`config.mk`:
```
export PLATFORM = sky130hd
export DESIGN_NAME = bds_fifo
export DESIGN_NICKNAME = d
export VERILOG_FILES = /design/src/rtl/core/bds_fifo.sv
export SDC_FILE = /design/constraint.sdc
export NUM_CORES = 1
export LEC_CHECK = 0
export BUFFER_PORTS_ARGS = -buffer_cell sky130_fd_sc_hd__buf_2
export CORE_MARGIN = 2
export CORE_UTILIZATION = 55
export DETAILED_ROUTE_END_ITERATION = 10
export GPL_ROUTABILITY_DRIVEN = 1
export PLACE_DENSITY = 0.79
export SYNTH_ARGS = -nofsm -noshare
export SYNTH_HDL_FRONTEND = slang
export SYNTH_SLANG_ARGS = --single-unit
```
`constraint.sdc`:
```
create_clock -name clk -period 2.6 [get_ports clk]
set_input_delay 0.13 -clock clk [delete_from_list [all_inputs] [get_ports clk]]
set_output_delay 0.13 -clock clk [all_outputs]
set_load 0.02 [all_outputs]
```
`src/rtl/core/bds_fifo.sv`:
```
`timescale 1ns / 1ps

module bds_fifo
#(
    parameter int WIDTH = 8,
    parameter int DEPTH = 4
)
(
    input  logic                         clk,
    input  logic                         rst_n,
    input  logic                         push,
    input  logic [WIDTH-1:0]             wdata,
    output logic                         full,
    input  logic                         pop,
    output logic [WIDTH-1:0]             rdata,
    output logic                         empty,
    output logic [$clog2(DEPTH+1)-1:0]   count
);

    localparam int P_W = (DEPTH > 1) ? $clog2(DEPTH) : 1;
    localparam int C_W = $clog2(DEPTH + 1);

    logic [WIDTH-1:0] data_reg [DEPTH];
    logic [P_W-1:0]   wr_ptr_reg;
    logic [P_W-1:0]   wr_ptr_next;
    logic [P_W-1:0]   rd_ptr_reg;
    logic [P_W-1:0]   rd_ptr_next;
    logic [C_W-1:0]   count_reg;
    logic [C_W-1:0]   count_next;
    logic             do_push;
    logic             do_pop;

    assign full    = (count_reg == C_W'(DEPTH));
    assign empty   = (count_reg == '0);
    assign count   = count_reg;
    assign rdata   = data_reg[rd_ptr_reg];
    assign do_push = push && !full;
    assign do_pop  = pop && !empty;

    // Pointer and fill count update, wrapping at the depth.
    always_comb
    begin
        wr_ptr_next = wr_ptr_reg;
        rd_ptr_next = rd_ptr_reg;
        count_next  = count_reg;
        if (do_push)
        begin
            wr_ptr_next = (wr_ptr_reg == P_W'(DEPTH - 1)) ? '0 : wr_ptr_reg + 1'b1;
        end
        if (do_pop)
        begin
            rd_ptr_next = (rd_ptr_reg == P_W'(DEPTH - 1)) ? '0 : rd_ptr_reg + 1'b1;
        end
        if (do_push && !do_pop)
        begin
            count_next = count_reg + 1'b1;
        end
        else if (do_pop && !do_push)
        begin
            count_next = count_reg - 1'b1;
        end
    end

    always_ff @(posedge clk or negedge rst_n)
    begin
        if (!rst_n)
        begin
            wr_ptr_reg <= '0;
            rd_ptr_reg <= '0;
            count_reg  <= '0;
        end
        else
        begin
            wr_ptr_reg <= wr_ptr_next;
            rd_ptr_reg <= rd_ptr_next;
            count_reg  <= count_next;
        end
    end

    // Entry storage needs no reset.
    always_ff @(posedge clk)
    begin
        if (do_push)
        begin
            data_reg[wr_ptr_reg] <= wdata;
        end
    end

endmodule

```
* Word level (Yosys, flattened, before mapping)
Memories as Yosys holds them, arrays and structs flattened.
Cells that the tools add are included.
W data, S select, Z words.
** Word-level totals
- Flip-flop bits (word level) :: 7
- RAM bits :: 32
- Memories :: 1
** Operators by class
- Add/subtract/negate cells :: 4
- Equal/unequal tests :: 3
- Mux-type cells :: 6
- Reduce and logical (&&, ||, !) cells :: 10
** Memory list
- data_reg :: words 4, width 8, rd ports 1, clocked after Yosys merged registers in 0, wr ports 1, line 23 : logic [WIDTH-1:0] data_reg [DEPTH];
** Operators with widths (number)
- $mux W3 :: 2
- $add A2 B1 Y2 const B :: 2
- $eq A2 B2 Y1 const B :: 2
- $logic_and A1 B1 Y1 :: 4
- $logic_not A1 Y1 :: 4
- $mux W2 :: 2
- $add A3 B1 Y3 const B :: 1
- $eq A3 B3 Y1 const B :: 1
- $logic_not A3 Y1 :: 1
- $sub A3 B1 Y3 const B :: 1
- $mux W1 :: 2
- $reduce_bool A2 Y1 :: 1

* Logic depth before layout (Yosys ltp)
- Word-level depth :: 7
- Depth in mapped cells :: 9
- Mapped depth without buffers :: 8

* Least setup slack after synthesis
No wires, ideal clock.
- Path type :: flip-flop to flip-flop
- Start :: reg count_reg[0] (netlist: count[0])
- End :: reg count_reg[2] (netlist: count[2])
- Library setup time :: 80 ps
- Arrival :: 2338 ps
- Data required time :: 2520 ps
- Slack :: 182 ps
- Stages on the path, launching flop included :: 9
- Path buffers :: 0
- Period minus slack after synthesis :: 2418 ps
- Cells stage by stage :: dfrtp_1 > nor3_1 > nand2b_4 > ha_1 > inv_1 > fa_1 > xor2_1 > nor2_1 > xor2_1
** On the way
- Word-level cells in the longest chain between the ends :: 6
** RTL lines
- start, declared :: line 28 : logic [C_W-1:0] count_reg;
- start signal, assigned :: line 76 : count_reg <= count_next;
- $logic_not A3 Y1 * :: line 34 : assign empty = (count_reg == '0);
- net empty :: line 16 : output logic empty,
- $logic_not A1 Y1 * :: line 38 : assign do_pop = pop && !empty;
- $logic_and A1 B1 Y1 * :: line 38
- $logic_not A1 Y1 :: line 54 : if (do_push && !do_pop)
- $logic_and A1 B1 Y1 :: line 54
- $mux W3 / $reduce_bool A2 Y1 (equally long branches)
The timed path passes the listed nets; every way through them passes the cells marked *. The select of a mux whose other input is x is not followed.
A chain may end at the register's enable or synchronous reset.

* Worst setup path after layout
- Start :: reg count_reg[2] (netlist: count[2])
- End :: reg count_reg[2] (netlist: count[2])
** On the way
- Word-level cells in the longest chain between the ends :: 6
** RTL lines
- branches (longest 6 deep; another with $sub A3 B1 Y3)
Several ways; the timed one is not identified. The select of a mux whose other input is x is not followed.

==> flow_results.xml <==
<?xml version="1.0" encoding="UTF-8"?>
<metrics>
  <group name="timing">
    <metric name="clock_skew" unit="ps">7.37</metric>
    <metric name="max_freq" unit="GHz">0.489</metric>
    <metric name="finalCriticalPeriod" unit="ps">2050</metric>
    <metric name="final_critical_path_setup_slack" unit="ps">555</metric>
    <metric name="tightestPinTransition" unit="ps">565</metric>
    <metric name="final.period_utilization" unit="%">78.7</metric>
    <metric name="unrepaired_setup_endpoints_after_global_routing" unit="">no</metric>
    <metric name="final_number_of_max_transition_violations" unit="">0</metric>
    <metric name="slew_headroom" unit="%">62.3</metric>
    <metric name="hold_viol_final" unit="">0</metric>
    <metric name="setup_tns" unit="ps">0</metric>
    <metric name="endpoints_failing_setup" unit="">0</metric>
    <metric name="whs" unit="ps">21.9</metric>
  </group>
  <group name="critical_path">
    <metric name="critical-path-top-cell-by-count" unit="">xor2_1</metric>
    <metric name="critPathKind" unit="">register to register</metric>
    <metric name="critPathRequiredTime" unit="ps">2860</metric>
    <metric name="ff2ff_path_depth" unit="">8</metric>
    <metric name="timing.critical_path.slowest_cell_delay" unit="ps">430</metric>
    <metric name="register_to_register_setup_slack" unit="ps">550</metric>
    <metric name="worst_setup_path_end_kind" unit="">register</metric>
    <metric name="crit_path_top_delay_cell" unit="">dfrtp_1</metric>
    <metric name="worst-endpoint-arrival" unit="ps">2300</metric>
    <metric name="rr_endpoint" unit="">count[2]</metric>
    <metric name="critical_path.startpoint_type" unit="">register</metric>
    <metric name="crit_path_max_fo" unit="">7</metric>
    <metric name="timing.critical_path.cells" unit="">nor3b_4 -&gt; nor2b_2 -&gt; ha_1 -&gt; inv_1 -&gt; fa_1 -&gt; xor2_1 -&gt; nor2_1 -&gt; xor2_1</metric>
    <metric name="r2r-start" unit="">count[2]</metric>
  </group>
  <group name="clocking">
    <metric name="clk_path_buf_depth" unit="">2</metric>
    <metric name="cts-buffers-inserted" unit="">5</metric>
    <metric name="root_buffer_selected_by_cts" unit="">clkbuf_4</metric>
    <metric name="htree_levels" unit="">2</metric>
    <metric name="postCtsResizedCells" unit="">0</metric>
    <metric name="clkSlewWorstSetupHoldPaths" unit="ps">110</metric>
    <metric name="clk_latency" unit="ps">320</metric>
    <metric name="cts_tree" unit="">built</metric>
    <metric name="clkSinkCount" unit="">39</metric>
  </group>
  <group name="synth">
    <metric name="largest_family_of_logic_cells_by_synthesized_area" unit="">multiplexers</metric>
    <metric name="yosys_register_bits" unit="">39</metric>
    <metric name="most_frequent_cells_after_synthesis" unit="">edfxtp_1 (32), mux4_2 (8), dfrtp_1 (7)</metric>
    <metric name="synthMostInstantiatedCell" unit="">edfxtp_1</metric>
    <metric name="mappedNetlistArea" unit="µm²">1620</metric>
    <metric name="postSynth.asyncResetShare" unit="%">17.9</metric>
    <metric name="synthDominantAreaCellType" unit="">edfxtp_1</metric>
    <metric name="synth_fa_ha_area_share" unit="%">5.87</metric>
    <metric name="ys_dominant_reg_cell" unit="">edfxtp_1</metric>
    <metric name="synth_simple_gate_area_share" unit="%">5.41</metric>
    <metric name="yosys-mux-area-fraction" unit="%">15.1</metric>
    <metric name="postSynthAreaPerCell" unit="µm²">20.5</metric>
    <metric name="synth.net_count" unit="">98</metric>
    <metric name="post_synthesis_sequential_area_ratio" unit="%">70.1</metric>
    <metric name="synthDistinctLibCells" unit="">19</metric>
    <metric name="synth_top_area_share" unit="%">59.3</metric>
    <metric name="xor_xnor_share_of_the_synthesized_area" unit="%">1.62</metric>
    <metric name="synth_enable_flop_cells" unit="">32</metric>
    <metric name="post_synth_inst_count" unit="">79</metric>
    <metric name="synthesis.yosys.warnings" unit="">0</metric>
    <metric name="synth_compound_gate_area_share" unit="%">0</metric>
    <metric name="synth_top_cells_by_area" unit="">edfxtp_1 (59%), mux4_2 (11%), dfrtp_1 (11%)</metric>
  </group>
  <group name="pwr">
    <metric name="vdd_ir_drop_max" unit="V">0.000817</metric>
    <metric name="total_leakage_power" unit="µW">0.000729</metric>
    <metric name="pwr_density_cell" unit="nW/µm²">1140</metric>
  </group>
  <group name="grt">
    <metric name="grt_use_total" unit="%">15.7</metric>
    <metric name="grt_pass1_vias" unit="">789</metric>
    <metric name="pin_count_of_the_biggest_net_entering_global_routing" unit="">13</metric>
    <metric name="grt-ovfl-total" unit="">0</metric>
    <metric name="grt_util_met3" unit="%">4.91</metric>
    <metric name="grt_antenna_before_repair" unit="">0</metric>
    <metric name="groute.layer.met2.usage" unit="%">25.5</metric>
    <metric name="groute.layer.met1.usage" unit="%">19.3</metric>
    <metric name="grt_first_pass_wirelength" unit="mm">3.73</metric>
    <metric name="grt_most_used_layer" unit="">met2</metric>
  </group>
  <group name="finish">
    <metric name="antenna-diode-count" unit="">0</metric>
    <metric name="fillers" unit="">200</metric>
    <metric name="finalNetCount" unit="">131</metric>
    <metric name="largest_register_ff_count" unit="">32</metric>
    <metric name="area_growth" unit="%">16.4</metric>
    <metric name="final_layout_size_suffix_gt1_share" unit="%">45.1</metric>
  </group>
  <group name="floorplanning">
    <metric name="die_width" unit="µm">58.3</metric>
    <metric name="row_count" unit="">19</metric>
    <metric name="placeableCoreArea" unit="µm²">2780</metric>
    <metric name="boundaryPins" unit="">25</metric>
    <metric name="initial_utilization" unit="%">58.3</metric>
    <metric name="die_area" unit="µm²">3400</metric>
    <metric name="die_y" unit="µm">58.3</metric>
  </group>
  <group name="routing">
    <metric name="dr_total_vias" unit="">764</metric>
    <metric name="drt_drc_violations_left" unit="">0</metric>
    <metric name="routed_wirelength" unit="mm">2.31</metric>
    <metric name="antenna_violating_nets_post_route" unit="">0</metric>
    <metric name="post_dr_vias_cell" unit="">5.31</metric>
    <metric name="routed_length_per_placed_instance" unit="µm">16.1</metric>
    <metric name="drt_pass1_iterations" unit="">4</metric>
    <metric name="first_iter_violations" unit="">15</metric>
  </group>
  <group name="outcome">
    <metric name="run_status" unit="">completed</metric>
  </group>
  <group name="place">
    <metric name="dp_worst_setup_slack" unit="ps">580</metric>
    <metric name="finalWeightedCongestion" unit="">0.704</metric>
    <metric name="port_buffers" unit="">24</metric>
    <metric name="post-dp-hpwl" unit="mm">1.62</metric>
  </group>
  <group name="job">
    <metric name="max_cap_violations" unit="">0</metric>
  </group>
  <group name="min_path">
    <metric name="hp_class" unit="">input pin to register</metric>
    <metric name="min_delay_path_depth" unit="">1</metric>
    <metric name="hp-start" unit="">wdata[7]</metric>
    <metric name="hold_path_end" unit="">data_reg[0][7]</metric>
  </group>
</metrics>
[per-stage QoR]
step	utilization (%)	cell area [µm²]	instances	power [µW]
after floorplan	-	1620	79	1580
after global placement	63.2	1760	131	1770
after detailed placement	63.2	1760	131	1790
after CTS	66.4	1850	140	2160
after global routing	67.8	1890	144	2280
final	67.8	1890	144	2140
[cells in the final DEF (no fill, tap or decap)]
cell,count
edfxtp_1,32
buf_2,24
mux4_2,8
dfrtp_1,7
ha_1,6
clkbuf_4,5
dlygate4sd3_1,5
and2_2,4
inv_1,3
mux2_2,3
nor2_1,3
mux2_4,2
xor2_1,2
nor3b_4,1
nor2b_2,1
nor3_1,1
nand2b_4,1
xnor2_1,1
fa_1,1
clkinv_2,1
bufinv_16,1
clkinv_1,1
[routing by layer]
| metal | routed length (µm) | vias up |
|---|---|---|
| met5 | 0 | - |
| met4 | 37 | 0 |
| met3 | 83 | 5 |
| met2 | 1250 | 14 |
| met1 | 945 | 377 |
| li1 | - | 368 |
[cells by family (layout without fill, tap and decap cells)]
| kind of cell | Yosys count | after routing |
|---|---|---|
| xor gates and xnor gates | 3 | 3 |
| adders and majority gates | 7 | 7 |
| buffers and inverters | 6 | 40 |
| DFF | 39 | 39 |
| muxes | 13 | 13 |
| and+or+nand+nor | 11 | 11 |
[cell type report]
cell class | count | area [µm²] | area share (%)
tap | 31 | 38.8 | 2.06
clock buffer | 5 | 37.5 | 1.99
inverter | 3 | 11.3 | 0.597
clock inverter | 3 | 38.8 | 2.06
multi-input combinational | 34 | 453 | 24.0
sequential | 39 | 1140 | 60.3
timing repair buffer | 29 | 170 | 9.02
[worst max path at each step]
stage	from	endpoint	slack, ps
after CTS	count[2]	count[2]	540
after floorplan	count[0]	count[2]	180
final	count[2]	count[2]	550
after detailed placement	count[2]	count[2]	580
after global placement	count[2]	count[2]	600
after global routing	count[2]	count[2]	400
[critical path, delay by kind of cell (launching register included)]
family | cells | cell delay [ps]
xor+xnor | 2 | 300
fa+ha+maj | 2 | 620
buf+inv | 1 | 60
simple gates | 3 | 560
flops | 1 | 430
[report_power, final]
part	switching, µW	internal, µW	total (µW)
Combinational	384	386	769
Clock	179	198	377
Sequential	150	845	994
[timing repair]
action                                 CTS  global route
endpoints found under the hold margin    7            14
hold buffers                             1             4
buffers inserted                         0             0
No activity file was read; power rests on OpenSTA's default activity.
